**config.mk**
```make
export PLATFORM = sky130hd
export DESIGN_NAME = rc_pulse_to_mecanum_wheel_speed_flat
export DESIGN_NICKNAME = d
export VERILOG_FILES = /design/src/design/rcmw_pkg.sv /design/src/design/rcmw_pulse_if.sv /design/src/design/rcmw_speed_if.sv /design/src/design/rcmw_regs.sv /design/src/design/rc_pulse_to_mecanum_wheel_speed.sv /design/src/flat_wrapper.sv
export SDC_FILE = /design/constraint.sdc
export NUM_CORES = 2
export LEC_CHECK = 0
export BUFFER_PORTS_ARGS = -buffer_cell sky130_fd_sc_hd__buf_4
export CAP_MARGIN = 20
export CORE_MARGIN = 2
export CORE_UTILIZATION = 45
export CTS_CLUSTER_SIZE = 12
export DETAILED_ROUTE_END_ITERATION = 10
export PLACE_DENSITY_LB_ADDON = 0.15
export SYNTH_ARGS = -nofsm -noshare
export SYNTH_HDL_FRONTEND = slang
export SYNTH_SLANG_ARGS = --single-unit
```
**constraint.sdc**
```tcl
create_clock -name clk -period 35.6 [get_ports clk]
set_input_delay 7.12 -clock clk [delete_from_list [all_inputs] [get_ports clk]]
set_output_delay 7.12 -clock clk [all_outputs]
set_load 0.03 [all_outputs]
```
**src/design/rcmw_pkg.sv**
```systemverilog
`timescale 1ns / 1ps
// ----------------------------------------------------------------------------
// rcmw_pkg
// Shared types, constants and arithmetic helpers for the radio pulse to
// mecanum wheel speed block.
// ----------------------------------------------------------------------------
package rcmw_pkg;

	// Field widths
	localparam int PULSE_W = 16;
	localparam int GAIN_W  = 24;
	localparam int WIDTH_W = 12;
	localparam int OFS_W   = WIDTH_W + 1;
	localparam int SPEED_W = 16;
	localparam int N_CH    = 3;
	localparam int N_WHEEL = 4;

	// Configuration port
	localparam int ADDR_W = 5;
	localparam int DATA_W = 32;

	// Gain fraction bits and the scale divisor 4000 = 125 << 5
	localparam int GAIN_FRAC_BITS = 16;
	localparam int SCALE_SHIFT    = 5;
	localparam int SCALE_ODD      = 125;

	// Datapath widths
	localparam int PROD_W = GAIN_W + 1 + OFS_W;
	localparam int SUM_W  = PROD_W + 2;
	localparam int MAG_W  = SUM_W - 1;
	localparam int Y_W    = MAG_W - GAIN_FRAC_BITS - SCALE_SHIFT;

	// Reciprocal of 125: exact floor for every Y_W-bit value since the
	// rounding error times the largest value stays below 2^RECIP_K
	localparam int RECIP_K = Y_W + 7;
	localparam longint unsigned RECIP =
		((64'd1 << RECIP_K) + 64'(SCALE_ODD - 1)) / 64'(SCALE_ODD);
	localparam int RECIP_W = $clog2(RECIP + 1);
	localparam int QP_W    = Y_W + RECIP_W;
	localparam int Q_W     = QP_W - RECIP_K;

	// Reset values
	localparam logic [GAIN_W-1:0]  FORWARD_GAIN_RST    = 24'd12516452;
	localparam logic [GAIN_W-1:0]  LATERAL_GAIN_RST    = 24'd12516452;
	localparam logic [GAIN_W-1:0]  ROTATION_GAIN_RST   = 24'd6758885;
	localparam logic [WIDTH_W-1:0] CENTER_WIDTH_RST    = 12'd2000;
	localparam logic [WIDTH_W-1:0] DEADBAND_WIDTH_RST  = 12'd100;
	localparam logic [WIDTH_W-1:0] MAX_VALID_WIDTH_RST = 12'd4000;
	localparam logic [WIDTH_W-1:0] LAST_VALID_RST      = 12'd1500;

	// Channel and wheel slots
	localparam int CH_FORWARD  = 0;
	localparam int CH_LATERAL  = 1;
	localparam int CH_ROTATION = 2;

	localparam int WH_RIGHT_FRONT = 0;
	localparam int WH_LEFT_FRONT  = 1;
	localparam int WH_LEFT_REAR   = 2;
	localparam int WH_RIGHT_REAR  = 3;

	// Register indexes
	typedef enum logic [2:0] {
		REG_FORWARD_GAIN    = 3'd0,
		REG_LATERAL_GAIN    = 3'd1,
		REG_ROTATION_GAIN   = 3'd2,
		REG_CENTER_WIDTH    = 3'd3,
		REG_DEADBAND_WIDTH  = 3'd4,
		REG_MAX_VALID_WIDTH = 3'd5
	} reg_idx_t;

	typedef struct packed {
		logic [GAIN_W-1:0]  forward_gain;
		logic [GAIN_W-1:0]  lateral_gain;
		logic [GAIN_W-1:0]  rotation_gain;
		logic [WIDTH_W-1:0] center_width;
		logic [WIDTH_W-1:0] deadband_width;
		logic [WIDTH_W-1:0] max_valid_width;
	} cfg_t;

	// Signed offset from center, zeroed when strictly inside the deadband
	function automatic logic signed [OFS_W-1:0] offset_db(
		input logic [WIDTH_W-1:0] w,
		input logic [WIDTH_W-1:0] center,
		input logic [WIDTH_W-1:0] deadband
	);
		logic signed [OFS_W-1:0] d;
		logic [OFS_W-1:0]        mag;
		d   = $signed({1'b0, w}) - $signed({1'b0, center});
		mag = d[OFS_W-1] ? OFS_W'(-d) : OFS_W'(d);
		if (mag < {1'b0, deadband}) begin
			d = '0;
		end
		return d;
	endfunction

	// Unsigned gain times signed offset
	function automatic logic signed [PROD_W-1:0] weigh(
		input logic [GAIN_W-1:0]        gain,
		input logic signed [OFS_W-1:0]  d
	);
		logic signed [GAIN_W:0] g;
		g = $signed({1'b0, gain});
		return g * d;
	endfunction

	// Sign extend a product to sum width
	function automatic logic signed [SUM_W-1:0] sext(input logic signed [PROD_W-1:0] p);
		return {{(SUM_W - PROD_W){p[PROD_W-1]}}, p};
	endfunction

	// Quotient of the magnitude by 125, then sign and saturate
	function automatic logic signed [SPEED_W-1:0] wheel_speed(
		input logic           neg,
		input logic [Y_W-1:0] y
	);
		logic [QP_W-1:0]         prod;
		logic [Q_W-1:0]          q;
		logic [31:0]             q32;
		logic signed [SPEED_W-1:0] res;
		prod = QP_W'(y) * QP_W'(RECIP);
		q    = prod[QP_W-1:RECIP_K];
		q32  = 32'(q);
		if (neg) begin
			if (q32 > 32'd32768) begin
				res = 16'sh8000;
			end else begin
				res = SPEED_W'(-q32);
			end
		end else begin
			if (q32 > 32'd32767) begin
				res = 16'sh7fff;
			end else begin
				res = SPEED_W'(q32);
			end
		end
		return res;
	endfunction

endpackage

```
**src/design/rcmw_pulse_if.sv**
```systemverilog
`timescale 1ns / 1ps
// ----------------------------------------------------------------------------
// rcmw_pulse_if
// Request channel carrying the three captured radio pulse widths.
// ----------------------------------------------------------------------------
interface rcmw_pulse_if;
	logic                        valid;
	logic                        ready;
	logic [rcmw_pkg::PULSE_W-1:0] forward_pulse;
	logic [rcmw_pkg::PULSE_W-1:0] lateral_pulse;
	logic [rcmw_pkg::PULSE_W-1:0] rotation_pulse;

	modport source (
		output valid, forward_pulse, lateral_pulse, rotation_pulse,
		input  ready
	);
	modport sink (
		input  valid, forward_pulse, lateral_pulse, rotation_pulse,
		output ready
	);
endinterface

```
**src/design/rcmw_speed_if.sv**
```systemverilog
`timescale 1ns / 1ps
// ----------------------------------------------------------------------------
// rcmw_speed_if
// Request channel carrying the four wheel speeds and the hold flags.
// ----------------------------------------------------------------------------
interface rcmw_speed_if;
	logic                                valid;
	logic                                ready;
	logic signed [rcmw_pkg::SPEED_W-1:0] right_front_speed;
	logic signed [rcmw_pkg::SPEED_W-1:0] left_front_speed;
	logic signed [rcmw_pkg::SPEED_W-1:0] left_rear_speed;
	logic signed [rcmw_pkg::SPEED_W-1:0] right_rear_speed;
	logic [rcmw_pkg::N_CH-1:0]           held_mask;

	modport source (
		output valid, right_front_speed, left_front_speed, left_rear_speed,
		       right_rear_speed, held_mask,
		input  ready
	);
	modport sink (
		input  valid, right_front_speed, left_front_speed, left_rear_speed,
		       right_rear_speed, held_mask,
		output ready
	);
endinterface

```
**src/design/rcmw_regs.sv**
```systemverilog
`timescale 1ns / 1ps
// ----------------------------------------------------------------------------
// rcmw_regs
// APB-style configuration register file: gains, center, deadband and
// maximum valid pulse width.
// ----------------------------------------------------------------------------
module rcmw_regs (
	input  logic                          clk,
	input  logic                          arst_n,
	input  logic                          psel,
	input  logic                          penable,
	input  logic                          pwrite,
	input  logic [rcmw_pkg::ADDR_W-1:0]   paddr,
	input  logic [rcmw_pkg::DATA_W-1:0]   pwdata,
	output logic [rcmw_pkg::DATA_W-1:0]   prdata,
	output logic                          pready,
	output rcmw_pkg::cfg_t                cfg
);

	rcmw_pkg::reg_idx_t idx;
	logic               wr_en;
	rcmw_pkg::cfg_t     cfg_q;

	assign idx    = rcmw_pkg::reg_idx_t'(paddr[rcmw_pkg::ADDR_W-1:2]);
	assign wr_en  = psel && penable && pwrite;
	assign pready = 1'b1;
	assign cfg    = cfg_q;

	// Write the addressed register, drop writes past the list
	always_ff @(posedge clk or negedge arst_n) begin
		if (!arst_n) begin
			cfg_q.forward_gain    <= rcmw_pkg::FORWARD_GAIN_RST;
			cfg_q.lateral_gain    <= rcmw_pkg::LATERAL_GAIN_RST;
			cfg_q.rotation_gain   <= rcmw_pkg::ROTATION_GAIN_RST;
			cfg_q.center_width    <= rcmw_pkg::CENTER_WIDTH_RST;
			cfg_q.deadband_width  <= rcmw_pkg::DEADBAND_WIDTH_RST;
			cfg_q.max_valid_width <= rcmw_pkg::MAX_VALID_WIDTH_RST;
		end else if (wr_en) begin
			case (idx)
				rcmw_pkg::REG_FORWARD_GAIN:
					cfg_q.forward_gain <= pwdata[rcmw_pkg::GAIN_W-1:0];
				rcmw_pkg::REG_LATERAL_GAIN:
					cfg_q.lateral_gain <= pwdata[rcmw_pkg::GAIN_W-1:0];
				rcmw_pkg::REG_ROTATION_GAIN:
					cfg_q.rotation_gain <= pwdata[rcmw_pkg::GAIN_W-1:0];
				rcmw_pkg::REG_CENTER_WIDTH:
					cfg_q.center_width <= pwdata[rcmw_pkg::WIDTH_W-1:0];
				rcmw_pkg::REG_DEADBAND_WIDTH:
					cfg_q.deadband_width <= pwdata[rcmw_pkg::WIDTH_W-1:0];
				rcmw_pkg::REG_MAX_VALID_WIDTH:
					cfg_q.max_valid_width <= pwdata[rcmw_pkg::WIDTH_W-1:0];
				default: begin
				end
			endcase
		end
	end

	// Read back the addressed register
	always_comb begin
		case (idx)
			rcmw_pkg::REG_FORWARD_GAIN:    prdata = rcmw_pkg::DATA_W'(cfg_q.forward_gain);
			rcmw_pkg::REG_LATERAL_GAIN:    prdata = rcmw_pkg::DATA_W'(cfg_q.lateral_gain);
			rcmw_pkg::REG_ROTATION_GAIN:   prdata = rcmw_pkg::DATA_W'(cfg_q.rotation_gain);
			rcmw_pkg::REG_CENTER_WIDTH:    prdata = rcmw_pkg::DATA_W'(cfg_q.center_width);
			rcmw_pkg::REG_DEADBAND_WIDTH:  prdata = rcmw_pkg::DATA_W'(cfg_q.deadband_width);
			rcmw_pkg::REG_MAX_VALID_WIDTH: prdata = rcmw_pkg::DATA_W'(cfg_q.max_valid_width);
			default:                       prdata = '0;
		endcase
	end

endmodule

```
**src/design/rc_pulse_to_mecanum_wheel_speed.sv**
```systemverilog
`timescale 1ns / 1ps
// ----------------------------------------------------------------------------
// rc_pulse_to_mecanum_wheel_speed
// Radio pulse widths to four mecanum wheel target speeds.
// ----------------------------------------------------------------------------
// The block takes one request of three pulse widths per clock while pulse.ready
// is high and returns one request of four saturated wheel speeds plus a hold
// flag for each channel through the pipeline registers. It runs as a
// four-stage pipeline: input register, hold/deadband/gain multiply, wheel
// sums and scaling, then the reciprocal multiply that divides by 125 and
// the output register. Each stage advances on its own, so a stalled output
// fills the pipeline before pulse.ready drops. A width above the maximum is
// replaced by the channel's last kept width (1500 after reset) and its bit
// in held_mask is set. The user must write registers over the APB port only
// while no request is in flight; the block itself does not enforce this.
// ----------------------------------------------------------------------------
module rc_pulse_to_mecanum_wheel_speed (
	input  logic                        clk,
	input  logic                        arst_n,
	rcmw_pulse_if.sink                  pulse,
	rcmw_speed_if.source                speed,
	input  logic                        psel,
	input  logic                        penable,
	input  logic                        pwrite,
	input  logic [rcmw_pkg::ADDR_W-1:0] paddr,
	input  logic [rcmw_pkg::DATA_W-1:0] pwdata,
	output logic [rcmw_pkg::DATA_W-1:0] prdata,
	output logic                        pready
);

	rcmw_pkg::cfg_t cfg;

	// Stage handshake
	logic valid_s1, valid_s2, valid_s3, valid_s4;
	logic en1, en2, en3, en4;

	// Stage 1: captured pulses
	logic [rcmw_pkg::PULSE_W-1:0] pulse_s1 [rcmw_pkg::N_CH];

	// Channel state
	logic [rcmw_pkg::WIDTH_W-1:0] last_valid_q [rcmw_pkg::N_CH];

	// Stage 1 logic
	logic [rcmw_pkg::GAIN_W-1:0]         gain     [rcmw_pkg::N_CH];
	logic [rcmw_pkg::WIDTH_W-1:0]        kept     [rcmw_pkg::N_CH];
	logic signed [rcmw_pkg::PROD_W-1:0]  prod     [rcmw_pkg::N_CH];
	logic [rcmw_pkg::N_CH-1:0]           held;

	// Stage 2: weighted offsets
	logic signed [rcmw_pkg::PROD_W-1:0]  prod_s2  [rcmw_pkg::N_CH];
	logic [rcmw_pkg::N_CH-1:0]           held_s2;

	// Stage 2 logic
	logic signed [rcmw_pkg::SUM_W-1:0]   fe, le, re;
	logic signed [rcmw_pkg::SUM_W-1:0]   sum      [rcmw_pkg::N_WHEEL];
	logic [rcmw_pkg::SUM_W-1:0]          mag      [rcmw_pkg::N_WHEEL];

	// Stage 3: scaled magnitudes
	logic [rcmw_pkg::Y_W-1:0]            y_s3     [rcmw_pkg::N_WHEEL];
	logic [rcmw_pkg::N_WHEEL-1:0]        neg_s3;
	logic [rcmw_pkg::N_CH-1:0]           held_s3;

	// Stage 4: output
	logic signed [rcmw_pkg::SPEED_W-1:0] speed_s4 [rcmw_pkg::N_WHEEL];
	logic [rcmw_pkg::N_CH-1:0]           held_s4;

	rcmw_regs u_regs (
		.clk     (clk),
		.arst_n  (arst_n),
		.psel    (psel),
		.penable (penable),
		.pwrite  (pwrite),
		.paddr   (paddr),
		.pwdata  (pwdata),
		.prdata  (prdata),
		.pready  (pready),
		.cfg     (cfg)
	);

	// Advance each stage when it is empty or the next one moves
	assign en4 = !valid_s4 || speed.ready;
	assign en3 = !valid_s3 || en4;
	assign en2 = !valid_s2 || en3;
	assign en1 = !valid_s1 || en2;
	assign pulse.ready = en1;

	always_ff @(posedge clk or negedge arst_n) begin
		if (!arst_n) begin
			valid_s1 <= 1'b0;
			valid_s2 <= 1'b0;
			valid_s3 <= 1'b0;
			valid_s4 <= 1'b0;
		end else begin
			if (en1) begin
				valid_s1 <= pulse.valid;
			end
			if (en2) begin
				valid_s2 <= valid_s1;
			end
			if (en3) begin
				valid_s3 <= valid_s2;
			end
			if (en4) begin
				valid_s4 <= valid_s3;
			end
		end
	end

	// Capture the request
	always_ff @(posedge clk) begin
		if (en1 && pulse.valid) begin
			pulse_s1[rcmw_pkg::CH_FORWARD]  <= pulse.forward_pulse;
			pulse_s1[rcmw_pkg::CH_LATERAL]  <= pulse.lateral_pulse;
			pulse_s1[rcmw_pkg::CH_ROTATION] <= pulse.rotation_pulse;
		end
	end

	// Hold invalid widths, take offset, apply deadband and gain
	assign gain[rcmw_pkg::CH_FORWARD]  = cfg.forward_gain;
	assign gain[rcmw_pkg::CH_LATERAL]  = cfg.lateral_gain;
	assign gain[rcmw_pkg::CH_ROTATION] = cfg.rotation_gain;

	always_comb begin
		for (int ch = 0; ch < rcmw_pkg::N_CH; ch++) begin
			held[ch] = pulse_s1[ch] > rcmw_pkg::PULSE_W'(cfg.max_valid_width);
			kept[ch] = held[ch] ? last_valid_q[ch] : pulse_s1[ch][rcmw_pkg::WIDTH_W-1:0];
			prod[ch] = rcmw_pkg::weigh(gain[ch],
				rcmw_pkg::offset_db(kept[ch], cfg.center_width, cfg.deadband_width));
		end
	end

	// Remember the kept width as the item leaves stage 1
	always_ff @(posedge clk or negedge arst_n) begin
		if (!arst_n) begin
			for (int ch = 0; ch < rcmw_pkg::N_CH; ch++) begin
				last_valid_q[ch] <= rcmw_pkg::LAST_VALID_RST;
			end
		end else if (en2 && valid_s1) begin
			for (int ch = 0; ch < rcmw_pkg::N_CH; ch++) begin
				last_valid_q[ch] <= kept[ch];
			end
		end
	end

	always_ff @(posedge clk) begin
		if (en2 && valid_s1) begin
			for (int ch = 0; ch < rcmw_pkg::N_CH; ch++) begin
				prod_s2[ch] <= prod[ch];
			end
			held_s2 <= held;
		end
	end

	// Form the four wheel sums and their magnitudes
	always_comb begin
		fe = rcmw_pkg::sext(prod_s2[rcmw_pkg::CH_FORWARD]);
		le = rcmw_pkg::sext(prod_s2[rcmw_pkg::CH_LATERAL]);
		re = rcmw_pkg::sext(prod_s2[rcmw_pkg::CH_ROTATION]);
		sum[rcmw_pkg::WH_RIGHT_FRONT] = fe - le + re;
		sum[rcmw_pkg::WH_LEFT_FRONT]  = fe + le - re;
		sum[rcmw_pkg::WH_LEFT_REAR]   = fe - le - re;
		sum[rcmw_pkg::WH_RIGHT_REAR]  = fe + le + re;
		for (int wh = 0; wh < rcmw_pkg::N_WHEEL; wh++) begin
			mag[wh] = sum[wh][rcmw_pkg::SUM_W-1] ? rcmw_pkg::SUM_W'(-sum[wh])
			                                     : rcmw_pkg::SUM_W'(sum[wh]);
		end
	end

	// Drop the gain fraction and the power-of-two part of 4000
	always_ff @(posedge clk) begin
		if (en3 && valid_s2) begin
			for (int wh = 0; wh < rcmw_pkg::N_WHEEL; wh++) begin
				y_s3[wh]   <= mag[wh][rcmw_pkg::MAG_W-1:
				                      rcmw_pkg::GAIN_FRAC_BITS + rcmw_pkg::SCALE_SHIFT];
				neg_s3[wh] <= sum[wh][rcmw_pkg::SUM_W-1];
			end
			held_s3 <= held_s2;
		end
	end

	// Divide by 125, restore the sign, saturate
	always_ff @(posedge clk) begin
		if (en4 && valid_s3) begin
			for (int wh = 0; wh < rcmw_pkg::N_WHEEL; wh++) begin
				speed_s4[wh] <= rcmw_pkg::wheel_speed(neg_s3[wh], y_s3[wh]);
			end
			held_s4 <= held_s3;
		end
	end

	assign speed.valid             = valid_s4;
	assign speed.right_front_speed = speed_s4[rcmw_pkg::WH_RIGHT_FRONT];
	assign speed.left_front_speed  = speed_s4[rcmw_pkg::WH_LEFT_FRONT];
	assign speed.left_rear_speed   = speed_s4[rcmw_pkg::WH_LEFT_REAR];
	assign speed.right_rear_speed  = speed_s4[rcmw_pkg::WH_RIGHT_REAR];
	assign speed.held_mask         = held_s4;

endmodule

```
**src/flat_wrapper.sv**
```systemverilog
// flat-port wrapper written by rule: the top's interface ports become plain ports
module rc_pulse_to_mecanum_wheel_speed_flat 
  (clk, arst_n, psel, penable, pwrite, paddr, pwdata, prdata, pready, pulse_valid, pulse_forward_pulse, pulse_lateral_pulse, pulse_rotation_pulse, pulse_ready, speed_valid, speed_right_front_speed, speed_left_front_speed, speed_left_rear_speed, speed_right_rear_speed, speed_held_mask, speed_ready);
  rcmw_pulse_if pulse_i ();
  rcmw_speed_if speed_i ();
  input  logic clk;
  input  logic arst_n;
  input  logic psel;
  input  logic penable;
  input  logic pwrite;
  input  logic [rcmw_pkg::ADDR_W-1:0] paddr;
  input  logic [rcmw_pkg::DATA_W-1:0] pwdata;
  output logic [rcmw_pkg::DATA_W-1:0] prdata;
  output logic pready;
  input wire logic [$bits(pulse_i.valid)-1:0] pulse_valid;
  input wire logic [$bits(pulse_i.forward_pulse)-1:0] pulse_forward_pulse;
  input wire logic [$bits(pulse_i.lateral_pulse)-1:0] pulse_lateral_pulse;
  input wire logic [$bits(pulse_i.rotation_pulse)-1:0] pulse_rotation_pulse;
  output wire logic [$bits(pulse_i.ready)-1:0] pulse_ready;
  output wire logic [$bits(speed_i.valid)-1:0] speed_valid;
  output wire logic [$bits(speed_i.right_front_speed)-1:0] speed_right_front_speed;
  output wire logic [$bits(speed_i.left_front_speed)-1:0] speed_left_front_speed;
  output wire logic [$bits(speed_i.left_rear_speed)-1:0] speed_left_rear_speed;
  output wire logic [$bits(speed_i.right_rear_speed)-1:0] speed_right_rear_speed;
  output wire logic [$bits(speed_i.held_mask)-1:0] speed_held_mask;
  input wire logic [$bits(speed_i.ready)-1:0] speed_ready;
  assign pulse_i.valid = pulse_valid;
  assign pulse_i.forward_pulse = pulse_forward_pulse;
  assign pulse_i.lateral_pulse = pulse_lateral_pulse;
  assign pulse_i.rotation_pulse = pulse_rotation_pulse;
  assign pulse_ready = pulse_i.ready;
  assign speed_valid = speed_i.valid;
  assign speed_right_front_speed = speed_i.right_front_speed;
  assign speed_left_front_speed = speed_i.left_front_speed;
  assign speed_left_rear_speed = speed_i.left_rear_speed;
  assign speed_right_rear_speed = speed_i.right_rear_speed;
  assign speed_held_mask = speed_i.held_mask;
  assign speed_i.ready = speed_ready;
  rc_pulse_to_mecanum_wheel_speed u_core (.clk(clk), .arst_n(arst_n), .pulse(pulse_i), .speed(speed_i), .psel(psel), .penable(penable), .pwrite(pwrite), .paddr(paddr), .pwdata(pwdata), .prdata(prdata), .pready(pready));
endmodule
```
==> impl_metrics.json <==
{
  "drt-initial-drc-count": 3685,
  "status": "complete, no violations",
  "cts_max_level": 2,
  "yosysWarnings": 0,
  "ys_types": 104,
  "nFillCells": 16900,
  "hold_buffers": 0,
  "layout_commonest_cell": "inv_1",
  "maxSlewViolCount": 0,
  "first_pass_iters": 5,
  "cts_setup_buffers": 0,
  "ys.flop_type": "edfxtp_1",
  "cts.root.buffer_cell": "clkbuf_16",
  "crit_arrival_ns": 17.25,
  "cpPeakStageDelay_ns": 0.95,
  "rsz0062_at_grt": "no",
  "clock-sinks": 459,
  "grt_pass1_wl_um": 357000,
  "worst_slew_pin_slew_ns": 1.11,
  "syn_to_final_growth_pct": 6.71,
  "path_clk_slew_ns": 0.06,
  "grt-ovfl-total": 0,
  "via_count": 61400,
  "synth_cells": 8642,
  "avgRoutedWirePerCell_um": 20.6,
  "wl_um": 226000,
  "cts-buffers-inserted": 55,
  "io_pins": 194,
  "fin_nets": 10900,
  "yosysTopAreaCellShare": 0.229,
  "die_h_um": 427,
  "dpl.hpwl_um": 187000,
  "synth.avg_cell_area_um2": 9.31,
  "io_buffers": 174,
  "cts.path.max_buffers": 3,
  "relSlewSlack": 0.255,
  "max_cap_violations": 0,
  "period_minus_slack_ns": 16.84,
  "worstPathRequired_ns": 36.01,
  "gp_congestion": 0.948,
  "seq_area_frac_synth": 0.163,
  "critPathCaptureType": "register",
  "timing.fmax_ghz": 0.0594,
  "cp_common_cell": "o21ai_0",
  "cts_resized": 0,
  "via_per_inst": 5.59,
  "clkLatencyLatePin_ns": 0.68,
  "cpMaxStageDelayCell": "a2111oi_0",
  "synth_top_cells_by_area": "fa_1, ha_1, edfxtp_1",
  "die_x_um": 427,
  "drcViolationCount": 0,
  "finalSetupViolCount": 0,
  "synth_area_leader_cell": "fa_1",
  "die_area_mm2": 0.182,
  "ys_seq_elements": 459,
  "crit_type": "register to register",
  "syn_area_mm2": 0.0805,
  "finalHoldViolations": 0,
  "finClkSkew_ns": 0.0326,
  "ant_nets": 0,
  "start_kind": "register",
  "grt_pass1_vias": 63200,
  "hp-class": "register to register",
  "grt_use_total": 0.249,
  "tns_ns": 0,
  "synth_edf_count": 311,
  "rows": 155,
  "critPathMaxFanout": 105,
  "initial_core_util": 0.452,
  "grt_max_degree": 109,
  "cts_tree": "yes",
  "drive_gt1_frac": 0.0785,
  "ys_async_sr_fraction": 0.322,
  "core-area_mm2": 0.178,
  "antenna_found_initial": 5,
  "period_share": 0.473,
  "final_cell_mix": "inv_1, ha_1, fa_1"
}
layout make-up:
| cell class | instances | area, um^2 | share of cell area |
|---|---|---|---|
| antenna | 5 | 12.5 | 0.000146 |
| clock buffer | 72 | 1490 | 0.0174 |
| clock inverter | 30 | 344 | 0.00401 |
| inverter | 1336 | 5010 | 0.0584 |
| multi-input combinational | 6489 | 61100 | 0.712 |
| sequential | 459 | 13100 | 0.153 |
| tap | 2355 | 2950 | 0.0343 |
| timing repair buffer | 241 | 1820 | 0.0212 |
worst max-delay path: cells and delay by family (launching register included):
family,cells,cell delay [ns]
AOI/OAI and AO/OA,36,7.69
adders and majority gates,11,4.28
and+or+nand+nor,16,2.63
buffers and inverters,7,1.18
DFF,1,0.42
muxes,1,0.15
xor gates and xnor gates,1,0.15
cells in the mapped netlist (160+ instances only):
| cell type | instances |
|---|---|
| a21oi_1 | 358 |
| and2_1 | 221 |
| and3_1 | 161 |
| clkbuf_1 | 315 |
| edfxtp_1 | 311 |
| fa_1 | 919 |
| ha_1 | 1277 |
| inv_1 | 1330 |
| mux2_2 | 160 |
| nand2_1 | 563 |
| nand3_1 | 290 |
| nor2_1 | 484 |
| o21ai_0 | 233 |
| xnor2_1 | 326 |
sequential cells by signal (all words and copies together) (netlist names):
register                cells
u_core.prod_s2            114
u_core.u_regs.cfg         108
u_core.speed.valid          1
u_core.speed_s4            64
u_core.valid_s2             1
u_core.pulse_s1            48
u_core.neg_s3               4
u_core.last_valid_q        36
u_core.held_s2              3
u_core.speed.held_mask      3
u_core.valid_s1             1
u_core.valid_s3             1
u_core.y_s3                72
u_core.held_s3              3
path summary, 6_finish.rpt:
| kind | depth (start not counted) | start | slack [ns] | end |
|---|---|---|---|---|
| min reg2reg | 0 | u_core.held_s2[2] | 0.43 | u_core.held_s3[2] |
| min | 0 | u_core.held_s2[2] | 0.43 | u_core.held_s3[2] |
| max | 72 | u_core.u_regs.cfg[1] | 18.76 | u_core.prod_s2[0][36] |
| max reg2reg | 72 | u_core.u_regs.cfg[1] | 18.76 | u_core.prod_s2[0][36] |
| min in group asynchronous | 1 | arst_n | 6.38 | u_core.u_regs.cfg[48] |
| max in group asynchronous | 3 | arst_n | 27.46 | u_core.u_regs.cfg[33] |
logic make-up after synthesis:
| group | Yosys count | share of synthesized area |
|---|---|---|
| flip-flops | 459 | 0.163 |
| buffers and inverters | 1701 | 0.0803 |
| other | 2 | 0.0000933 |
| AND/OR/NAND/NOR | 2368 | 0.149 |
| AO/OA/AOI/OAI | 1281 | 0.105 |
| XOR/XNOR | 423 | 0.0460 |
| multiplexers | 212 | 0.0292 |
| adder cells (fa/ha/maj) | 2196 | 0.427 |
stage by stage:
step	util	hold WS [ns]	std cells	worst slack, ns	cell area (um^2)
detailed placement	0.472	0.407	10900	18.86	84000
CTS	0.482	0.430	11000	18.79	85900
global placement	0.472	0.404	10900	18.87	84000
global route	0.482	0.434	11000	17.53	85900
finish	0.482	0.427	11000	18.76	85900
floorplan	-	0.400	8649	19.64	80500
routing by layer:
layer / vias to the layer above / part of all wire / global-route usage
met2: 1494 / 0.49 / 0.437
met4: 0 / 0.037 / 0.0836
li1: 28900 / - / -
met3: 307 / 0.043 / 0.0258
met1: 30600 / 0.43 / 0.320
met5: - / 0 / 0
Power is not shown: default switching activity piles up to over one toggle a cycle in this logic, so the estimate is an artifact.
